### src/design/cwpd_pkg.sv
// shared types and constants for the cross window point dedup block
`default_nettype none

package cwpd_pkg;

    localparam int MAX_KEPT = 64;
    localparam int COORD_W  = 12;
    localparam int OUT_W    = 13;
    localparam int RAD_W    = 8;
    localparam int CNT_W    = $clog2(MAX_KEPT + 1);
    localparam int IDX_W    = (MAX_KEPT > 1) ? $clog2(MAX_KEPT) : 1;
    localparam int CFG_IW   = 2;

    localparam logic [CFG_IW-1:0] REG_OFFSET_X = 2'd0;
    localparam logic [CFG_IW-1:0] REG_OFFSET_Y = 2'd1;
    localparam logic [CFG_IW-1:0] REG_RADIUS   = 2'd2;

    localparam logic [COORD_W-1:0] OFFSET_X_RST = 12'd1200;
    localparam logic [COORD_W-1:0] OFFSET_Y_RST = 12'd0;
    localparam logic [RAD_W-1:0]   RADIUS_RST   = 8'd20;

    // controller to datapath
    typedef struct packed {
        logic load;    // capture input beat, clear table on first of list
        logic rd;      // read table entry at scan index, advance index
        logic finish;  // write result, store point if kept and room
    } t_cmd;

    // datapath to controller
    typedef struct packed {
        logic scan_end; // scan index reached fill count
        logic pend;     // a table read is in flight
        logic hit;      // entry read last cycle lies in the window
        logic out_free; // result register can take a beat
    } t_sts;

endpackage

`default_nettype wire

### src/design/cross_window_point_dedup_unit.sv
// top level of the cross window point dedup unit
//
//  channel   direction  handshake              payload
//  --------  ---------  ---------------------  ------------------------------------
//  point in  input      i_valid / o_ready      i_pos_x, i_pos_y, i_first_of_list
//  result    output     o_valid / i_ready      o_kept, o_out_x, o_out_y, o_table_full
//  config    input      i_cfg_we (no wait)     i_cfg_idx, i_cfg_data
//
// one beat in runs as capture, one read per stored point, a wait for the read data,
// a step to close the scan and a step to write the result;
// a hit ends the scan early
// reset is synchronous active low: config to defaults, table empty, o_ready low
// results sit in an output register, so a new point beat is taken while the
// last result still waits; only a full result register stalls the finish step
`default_nettype none

module cross_window_point_dedup_unit (
    input  wire                           i_clk,
    input  wire                           i_rst_n,
    input  wire                           i_cfg_we,
    input  wire  [cwpd_pkg::CFG_IW-1:0]   i_cfg_idx,
    input  wire  [cwpd_pkg::COORD_W-1:0]  i_cfg_data,
    input  wire                           i_valid,
    output logic                          o_ready,
    input  wire  [cwpd_pkg::COORD_W-1:0]  i_pos_x,
    input  wire  [cwpd_pkg::COORD_W-1:0]  i_pos_y,
    input  wire                           i_first_of_list,
    output logic                          o_valid,
    input  wire                           i_ready,
    output logic                          o_kept,
    output logic [cwpd_pkg::OUT_W-1:0]    o_out_x,
    output logic [cwpd_pkg::OUT_W-1:0]    o_out_y,
    output logic                          o_table_full
);
    import cwpd_pkg::*;

    t_cmd cmd;
    t_sts sts;

    // sequencer: idle, scan over stored points, finish
    cwpd_ctrl u_ctrl (
        .i_clk   (i_clk),
        .i_rst_n (i_rst_n),
        .i_valid (i_valid),
        .o_ready (o_ready),
        .i_sts   (sts),
        .o_cmd   (cmd)
    );

    // table, window compare, offsets and result register
    cwpd_dp u_dp (
        .i_clk           (i_clk),
        .i_rst_n         (i_rst_n),
        .i_cfg_we        (i_cfg_we),
        .i_cfg_idx       (i_cfg_idx),
        .i_cfg_data      (i_cfg_data),
        .i_pos_x         (i_pos_x),
        .i_pos_y         (i_pos_y),
        .i_first_of_list (i_first_of_list),
        .i_cmd           (cmd),
        .o_sts           (sts),
        .o_valid         (o_valid),
        .i_ready         (i_ready),
        .o_kept          (o_kept),
        .o_out_x         (o_out_x),
        .o_out_y         (o_out_y),
        .o_table_full    (o_table_full)
    );

endmodule

`default_nettype wire

### src/design/cwpd_ctrl.sv
// controller state machine for the point dedup scan
`default_nettype none

module cwpd_ctrl (
    input  wire              i_clk,
    input  wire              i_rst_n,
    input  wire              i_valid,
    output logic             o_ready,
    input  cwpd_pkg::t_sts   i_sts,
    output cwpd_pkg::t_cmd   o_cmd
);
    import cwpd_pkg::*;

    typedef enum logic [1:0] {
        ST_IDLE,
        ST_SCAN,
        ST_DONE
    } t_state;

    t_state r_state, n_state;

    always_comb begin
        n_state      = r_state;
        o_cmd        = '0;
        o_ready      = 1'b0;
        case (r_state)
            ST_IDLE: begin
                // no beat is taken while reset is held
                o_ready = i_rst_n;
                if (i_valid && i_rst_n) begin
                    o_cmd.load = 1'b1;
                    n_state    = ST_SCAN;
                end
            end
            ST_SCAN: begin
                o_cmd.rd = !i_sts.scan_end && !i_sts.hit;
                if (i_sts.hit || (i_sts.scan_end && !i_sts.pend)) begin
                    n_state = ST_DONE;
                end
            end
            ST_DONE: begin
                if (i_sts.out_free) begin
                    o_cmd.finish = 1'b1;
                    n_state      = ST_IDLE;
                end
            end
            default: begin
                n_state = ST_IDLE;
            end
        endcase
    end

    always_ff @(posedge i_clk) begin
        if (!i_rst_n) begin
            r_state <= ST_IDLE;
        end else begin
            r_state <= n_state;
        end
    end

endmodule

`default_nettype wire

### src/design/cwpd_dp.sv
// datapath: config registers, point table, window compare and result register
`default_nettype none

module cwpd_dp (
    input  wire                              i_clk,
    input  wire                              i_rst_n,
    input  wire                              i_cfg_we,
    input  wire  [cwpd_pkg::CFG_IW-1:0]      i_cfg_idx,
    input  wire  [cwpd_pkg::COORD_W-1:0]     i_cfg_data,
    input  wire  [cwpd_pkg::COORD_W-1:0]     i_pos_x,
    input  wire  [cwpd_pkg::COORD_W-1:0]     i_pos_y,
    input  wire                              i_first_of_list,
    input  cwpd_pkg::t_cmd                   i_cmd,
    output cwpd_pkg::t_sts                   o_sts,
    output logic                             o_valid,
    input  wire                              i_ready,
    output logic                             o_kept,
    output logic [cwpd_pkg::OUT_W-1:0]       o_out_x,
    output logic [cwpd_pkg::OUT_W-1:0]       o_out_y,
    output logic                             o_table_full
);
    import cwpd_pkg::*;

    logic [COORD_W-1:0] r_off_x, r_off_y;
    logic [RAD_W-1:0]   r_radius;

    logic [COORD_W-1:0] r_px, r_py;
    logic [CNT_W-1:0]   r_count;
    logic [CNT_W-1:0]   r_idx;
    logic               r_dup;

    logic [2*COORD_W-1:0] r_mem [MAX_KEPT];
    logic [2*COORD_W-1:0] r_rd_data;
    logic                 r_rd_vld;

    logic               r_out_vld, r_kept, r_full;
    logic [OUT_W-1:0]   r_ox, r_oy;

    logic [COORD_W-1:0] qx, qy, dx, dy;
    logic [RAD_W:0]     r2;
    logic               hit;
    logic               room;
    logic               out_free;

    // window test against the entry read last cycle
    always_comb begin
        qx  = r_rd_data[2*COORD_W-1:COORD_W];
        qy  = r_rd_data[COORD_W-1:0];
        dx  = (r_px >= qx) ? (r_px - qx) : (qx - r_px);
        dy  = (r_py >= qy) ? (r_py - qy) : (qy - r_py);
        r2  = {r_radius, 1'b0};
        hit = r_rd_vld && (
                  ((dy == '0) && ({{(COORD_W-RAD_W-1){1'b0}}, r2} >= dx)) ||
                  ((dx == '0) && ({{(COORD_W-RAD_W-1){1'b0}}, r2} >= dy)) ||
                  (({{(COORD_W-RAD_W){1'b0}}, r_radius} >= dx) &&
                   ({{(COORD_W-RAD_W){1'b0}}, r_radius} >= dy)));
    end

    assign room     = (r_count < CNT_W'(MAX_KEPT));
    assign out_free = !r_out_vld || i_ready;

    assign o_sts.scan_end = (r_idx == r_count);
    assign o_sts.pend     = r_rd_vld;
    assign o_sts.hit      = hit;
    assign o_sts.out_free = out_free;

    // config registers
    always_ff @(posedge i_clk) begin
        if (!i_rst_n) begin
            r_off_x  <= OFFSET_X_RST;
            r_off_y  <= OFFSET_Y_RST;
            r_radius <= RADIUS_RST;
        end else if (i_cfg_we) begin
            case (i_cfg_idx)
                REG_OFFSET_X: r_off_x  <= i_cfg_data;
                REG_OFFSET_Y: r_off_y  <= i_cfg_data;
                REG_RADIUS:   r_radius <= i_cfg_data[RAD_W-1:0];
                default: begin
                end
            endcase
        end
    end

    // scan control state
    always_ff @(posedge i_clk) begin
        if (!i_rst_n) begin
            r_count  <= '0;
            r_idx    <= '0;
            r_dup    <= 1'b0;
            r_rd_vld <= 1'b0;
        end else begin
            r_rd_vld <= i_cmd.rd;
            if (i_cmd.load) begin
                r_idx <= '0;
                r_dup <= 1'b0;
                if (i_first_of_list) begin
                    r_count <= '0;
                end
            end
            if (i_cmd.rd) begin
                r_idx <= r_idx + 1'b1;
            end
            if (hit) begin
                r_dup <= 1'b1;
            end
            if (i_cmd.finish && !r_dup && room) begin
                r_count <= r_count + 1'b1;
            end
        end
    end

    always_ff @(posedge i_clk) begin
        if (i_cmd.load) begin
            r_px <= i_pos_x;
            r_py <= i_pos_y;
        end
    end

    // point table, one write and one registered read a cycle
    always_ff @(posedge i_clk) begin
        if (i_cmd.finish && !r_dup && room) begin
            r_mem[r_count[IDX_W-1:0]] <= {r_px, r_py};
        end
        if (i_cmd.rd) begin
            r_rd_data <= r_mem[r_idx[IDX_W-1:0]];
        end
    end

    // result register
    always_ff @(posedge i_clk) begin
        if (!i_rst_n) begin
            r_out_vld <= 1'b0;
        end else if (i_cmd.finish) begin
            r_out_vld <= 1'b1;
        end else if (i_ready) begin
            r_out_vld <= 1'b0;
        end
    end

    always_ff @(posedge i_clk) begin
        if (i_cmd.finish) begin
            r_kept <= !r_dup;
            r_ox   <= r_dup ? '0 : ({1'b0, r_px} + {1'b0, r_off_x});
            r_oy   <= r_dup ? '0 : ({1'b0, r_py} + {1'b0, r_off_y});
            r_full <= !r_dup && !room;
        end
    end

    assign o_valid      = r_out_vld;
    assign o_kept       = r_kept;
    assign o_out_x      = r_ox;
    assign o_out_y      = r_oy;
    assign o_table_full = r_full;

endmodule

`default_nettype wire

### config.mk
export PLATFORM = sky130hd
export DESIGN_NAME = cross_window_point_dedup_unit
export DESIGN_NICKNAME = d
export VERILOG_FILES = /design/src/design/cwpd_pkg.sv /design/src/design/cross_window_point_dedup_unit.sv /design/src/design/cwpd_ctrl.sv /design/src/design/cwpd_dp.sv
export SDC_FILE = /design/constraint.sdc
export NUM_CORES = 2
export LEC_CHECK = 0
export BUFFER_PORTS_ARGS = -buffer_cell sky130_fd_sc_hd__buf_4
export CAP_MARGIN = 30
export CORE_UTILIZATION = 50
export DETAILED_ROUTE_END_ITERATION = 16
export PLACE_DENSITY = 0.65
export RECOVER_POWER = 100
export SYNTH_ARGS = -nofsm -noshare
export SYNTH_HDL_FRONTEND = slang
export SYNTH_HIERARCHICAL = 1
export SYNTH_SLANG_ARGS = --single-unit
### constraint.sdc
create_clock -name i_clk -period 21.2 [get_ports i_clk]
set_input_delay 4.24 -clock i_clk [delete_from_list [all_inputs] [get_ports i_clk]]
set_output_delay 4.24 -clock i_clk [all_outputs]
set_load 0.02 [all_outputs]
After elaboration in Yosys (flattened, before gate mapping). Memory sizes are Yosys's and may differ from the RTL's. A register that Yosys moved wholly into a read port is not among the register bits. Index checks and enable logic that the tools add are counted.

Register bits: 103. Output and inout port bits: 30. Logic and storage cells: 96. Memories kept: 1. Input bits: 44. Memory bits (writable): 1536.

Add/subtract/negate cells: 8. Eq/ne operators: 8. $lt $le $gt $ge: 7. Reduce and logical (&&, ||, !) cells: 34. Muxes and demuxes: 23.

Memory list: u_dp.r_mem (words 64, width 24, rd ports 1, clocked after memory_dff 1, wr ports 1, RTL line cwpd_dp.sv:32) `logic [2*COORD_W-1:0] r_mem [MAX_KEPT];`.

Operators by type and width (count): subtractor 12 bit (4); 2-to-1 mux 7 bit (5); adder 12 x 12 -> 13 bit (2); greater-or-equal comparator 12 bit (2); greater-or-equal comparator 8 x 12 -> 1 bit (2); greater-or-equal comparator 9 x 12 -> 1 bit (2); zero test 12 bit (2); 2-to-1 mux 12 bit (2); adder 7 x 1 -> 7 bit, second input constant (2); 2-to-1 mux 1 bit (12); logical AND 1 bit (10); nonzero test 2 bit (5); AND reduction 2 bit (4); equality test 7 bit (1); less-than comparator 7 bit, second input constant (1); zero test 1 bit (6); 2-to-1 mux 2 bit (3); inequality test 2 x 1 -> 1 bit, second input constant (3); one-hot mux 2 bit (3 select lines) (1); equality test 2 x 1 -> 1 bit, second input constant (2); equality test 2 bit, second input constant (2); zero test 2 bit (2); logical OR 1 bit (4); AND reduction 3 bit (1).

Longest topological paths before layout.
Depth in word-level cells: 11. Mapped depth: 26. Mapped depth without buffers: 23.

Hierarchy. Netlist, hierarchy kept.

Modules (own cells, without submodules): cwpd_dp (cells each 3092, times used 1, seq. area each 49387.4 µm², area each 66543.8 µm²); cwpd_ctrl (cells each 14, times used 1, seq. area each 40.0 µm², area each 120.1 µm²).

Least setup slack after synthesis. Ideal clock, no wire load.

Path type: input to register. From: input port i_ready. To: memory u_dp/r_mem[40][0] in the netlist's numbering, enable pin. Setup slack: 12.310 ns. Data required time: 20.765 ns. Library setup time: 0.435 ns. Data arrival time: 8.455 ns. Cell stages on the path: 9. Path buffers: 1. Cells stage by stage: nand2b_1 > buf_4 > nand2_1 > nor2_1 > inv_1 > or3_1 > nor2_1 > nand2_1 > nor3_1.

RTL lines: start, declared (RTL line cross_window_point_dedup_unit.sv:29) `input wire i_ready,`; end, declared (RTL line cwpd_dp.sv:32).

==> flow_metrics.env <==
export IMPL_core_rowCount=133
export IMPL_ys_seq_area_frac=0.741
export IMPL_wire_per_inst_um=30.3
export IMPL_max_slew_margin=-5.14
export IMPL_status="complete, but fails checks"
export IMPL_yosys_register_bits=1663
export IMPL_avgSynthCellArea_sq_um=21.5
export IMPL_violations="capacitance limit, slew limit"
export IMPL_cts_tree="yes"
export IMPL_fin_crit_sh=0.576
export IMPL_r2r_slack_ns=8.99
export IMPL_fin_setup_tns_ns=0
export IMPL_crit_fanout=68
export IMPL_tightest_slew_ns=9.20
export IMPL_cts_root_buf="clkbuf_16"
export IMPL_grt_usage=0.235
export IMPL_ir_worst_vdd_uv=78.5
export IMPL_antenna_left=0
export IMPL_post_cts_resized=0
export IMPL_die_height_um=367
export IMPL_internal_power_w=0.00540
export IMPL_syn_inst=3106
export IMPL_synth_async_reset_ratio=0
export IMPL_cap_violations=82
export IMPL_finalMaxSlewViolations=2739
export IMPL_path_clk_slew_ns=0.06
export IMPL_antenna_found_initial=16
export IMPL_use_met2=0.340
export IMPL_grt_busiest_layer="met1"
export IMPL_setup_viol_count_final=0
export IMPL_dieArea_sq_mm=0.135
export IMPL_multi_input_area_sq_mm=0.0164
export IMPL_final_cell_mix="1612 x edfxtp_1, 504 x mux4_2, 188 x clkbuf_1"
export IMPL_syn_area_sq_mm=0.0667
export IMPL_io_buffers=73
export IMPL_ys_warn_count=6
export IMPL_drt_pass1_iterations=5
export IMPL_cts_hold_buf=0
export IMPL_critPathSlowestCell="clkbuf_1"
export IMPL_first_global_vias=32007
export IMPL_seq_area_sq_mm=0.0494
export IMPL_worst_setup_path_start_kind="flop"
export IMPL_clkPwrFrac=0.433
export IMPL_post_cts_buffers=0
export IMPL_rsz0062_at_grt="no"
export IMPL_initial_utilization=0.506
export IMPL_synth_cell_types=72
export IMPL_layout_commonest_cell="edfxtp_1"
export IMPL_cp_cell_sequence="clkbuf_1, inv_1, ha_1, nand4_1, a311oi_1, a211oi_1, mux2i_1, xnor2_1, ha_1, a21o_1, a21oi_1, o21ai_0, a21oi_1, nor2_1, and4_1, a211oi_1, nor4_1, nor4b_2, clkbuf_1, nand4_1, xnor2_1, and3_1"
export IMPL_wirelength_um=158000
export IMPL_design_core_area_sq_mm=0.132
export IMPL_use_met3=0.0569
export IMPL_htree_levels=4
export IMPL_nFillCells=9677
export IMPL_crit_path_end_kind="flop"
export IMPL_p_sw_frac=0.201
export IMPL_hold_path_class="reg2reg"
export IMPL_globalplace_congestion=0.887
export IMPL_critPathTopFamily="buffers and inverters"
export IMPL_insertion_delay_ns=0.81
export IMPL_path_buf_inv=3
export IMPL_finalClockSkew_ns=0.0302
export IMPL_stdcell_count=5210
export IMPL_power_frac_comb=0.030
export IMPL_cp_arrival_ns=12.92
export IMPL_cp_required_ns=21.92
export IMPL_dp_hpwl_um=99400
export IMPL_drt_iter0_markers=3791
export IMPL_ioPinCount=74
export IMPL_slowest_delay_ns=2.84
export IMPL_fin_nets=3471
export IMPL_cts_sinks=1663
export IMPL_grt_pass1_wl_um=226000
export IMPL_fin_crit_ns=12.21
export IMPL_syn_nets=3260
export IMPL_power_density_mw_per_mm2=90.2
export IMPL_fp_dieW_um=367
export IMPL_num_vias=32266
export IMPL_timing_fmax_mhz=81.9
export IMPL_place_inst=4901
export IMPL_ys_flop_type="edfxtp_1"
export IMPL_grt_max_degree=127
export IMPL_cts_max_path_buffers=3
export IMPL_drc_errors=0
export IMPL_hold_viol=0
export IMPL_grt_remaining_overflow=0
export IMPL_use_met1=0.353
export IMPL_via_per_inst=6.19
export IMPL_synth_edff_count=1612
export IMPL_crit_type="reg2reg"
export IMPL_power_switching_w=0.00135
export IMPL_power_frac_seq=0.536
export IMPL_layout_drive_gt1_share=0.248
export IMPL_area_growth_pct=12.3
export IMPL_numCtsBuffers=166
export IMPL_leakage_nw=23.2
[metal layers]
metal	share of wire	wire length [um]
met1	0.42	66300
met5	0.00018	28
met2	0.45	70900
met4	0.030	4750
met3	0.099	15700
[final timing paths]
path | start | end | cells past startpoint
max | u_dp/r_py[1] | u_dp/r_idx[4] | 22
min | u_dp/r_off_x[9] | u_dp/r_off_x[9] | 2
max reg2reg | u_dp/r_py[1] | u_dp/r_idx[4] | 22
min reg2reg | u_dp/r_off_x[9] | u_dp/r_off_x[9] | 2
[worst register-to-register path, cell delays in order (launching register included)]
cell	delay [ns]
edfxtp_1	0.33
clkbuf_1	2.84
inv_1	0.86
ha_1	0.60
nand4_1	0.11
a311oi_1	0.11
a211oi_1	1.92
mux2i_1	0.49
xnor2_1	0.46
ha_1	0.32
a21o_1	0.16
a21oi_1	0.12
o21ai_0	0.09
a21oi_1	0.19
nor2_1	0.06
and4_1	0.20
a211oi_1	0.39
nor4_1	0.15
nor4b_2	0.24
clkbuf_1	1.33
nand4_1	0.37
xnor2_1	0.47
and3_1	0.31
[area by class of cell]
class | count | share of cell area
Timing Repair Buffer | 200 | 0.0149
Clock buffer | 218 | 0.0598
Multi-Input combinational cell | 1205 | 0.219
Clock inverter | 83 | 0.0125
Inverter | 81 | 0.00406
Sequential cell | 1663 | 0.660
Tap cell | 1755 | 0.0293
Antenna cell | 5 | 0.000167
[registers in the layout (all words and copies together), names as in the netlist]
name / cells
u_ctrl/r_state: 2
u_dp/o_kept: 1
u_dp/o_out_x: 13
u_dp/o_out_y: 13
u_dp/o_table_full: 1
u_dp/o_valid: 1
u_dp/r_count: 7
u_dp/r_dup: 1
u_dp/r_idx: 7
u_dp/r_mem: 1536
u_dp/r_off_x: 12
u_dp/r_off_y: 12
u_dp/r_px: 12
u_dp/r_py: 12
u_dp/r_radius: 8
u_dp/r_rd_data: 24
u_dp/r_rd_vld: 1
[stage by stage]
stage	utilization	setup slack (ns)	power (W)	hold WS (ns)	instance area, sq um
after floorplan	-	12.31	0.00380	0.441	66700
after global placement	0.530	12.12	0.00388	0.454	69900
after detailed placement	0.532	12.11	0.00389	0.462	70100
after CTS	0.573	12.11	0.00680	0.472	75500
after global routing	0.568	7.47	0.00694	0.496	74800
final	0.568	8.99	0.00675	0.473	74900
[power by group through the flow]
| stage | clock (W) | sequential [W] | combinational, W |
|---|---|---|---|
| after global routing | 0.00309 | 0.00362 | 0.000223 |
| after global placement | 0 | 0.00368 | 0.000196 |
| after floorplan | 0 | 0.00370 | 0.000101 |
| after detailed placement | 0 | 0.00368 | 0.000207 |
| after CTS | 0.00298 | 0.00361 | 0.000208 |
| final | 0.00293 | 0.00362 | 0.000205 |
[kinds of logic after synthesis]
kind of cell | count (synthesis) | share of synthesized area
adder cells (fa/ha/maj) | 110 | 0.0213
multiplexers | 542 | 0.176
XOR/XNOR | 37 | 0.00486
AO/OA/AOI/OAI | 188 | 0.0188
buffers and inverters | 238 | 0.0142
flip-flops | 1663 | 0.741
AND/OR/NAND/NOR | 328 | 0.0233
[cells in the mapped netlist (4+ instances only)]
cell,number,share of area
xnor2_1,24,0.0032
xor2_1,13,0.0017
buf_6,4,0.00068
o21a_1,7,0.00079
mux2i_1,35,0.0053
dfxtp_1,51,0.015
buf_1,47,0.0026
buf_2,5,0.00038
o211ai_1,9,0.0010
nand2_1,71,0.0040
o21ai_0,30,0.0023
and2_1,6,0.00056
a211oi_1,8,0.00090
nand3b_1,6,0.00068
nor2_1,127,0.0072
fa_1,6,0.0018
clkbuf_1,97,0.0055
a21o_1,23,0.0026
nor2b_1,16,0.0015
nor4_1,5,0.00047
or2_2,4,0.00038
edfxtp_1,1612,0.73
inv_1,81,0.0046
nand2b_1,8,0.00075
a21boi_0,5,0.00056
buf_4,4,0.00045
nand4_1,11,0.0010
mux4_2,504,0.17
or3_1,10,0.00094
ha_1,104,0.020
a31oi_1,5,0.00047
a21oi_1,66,0.0050
nor3_1,21,0.0016
nand3_1,21,0.0016
Note: power is estimated with default switching activity, not from simulation.
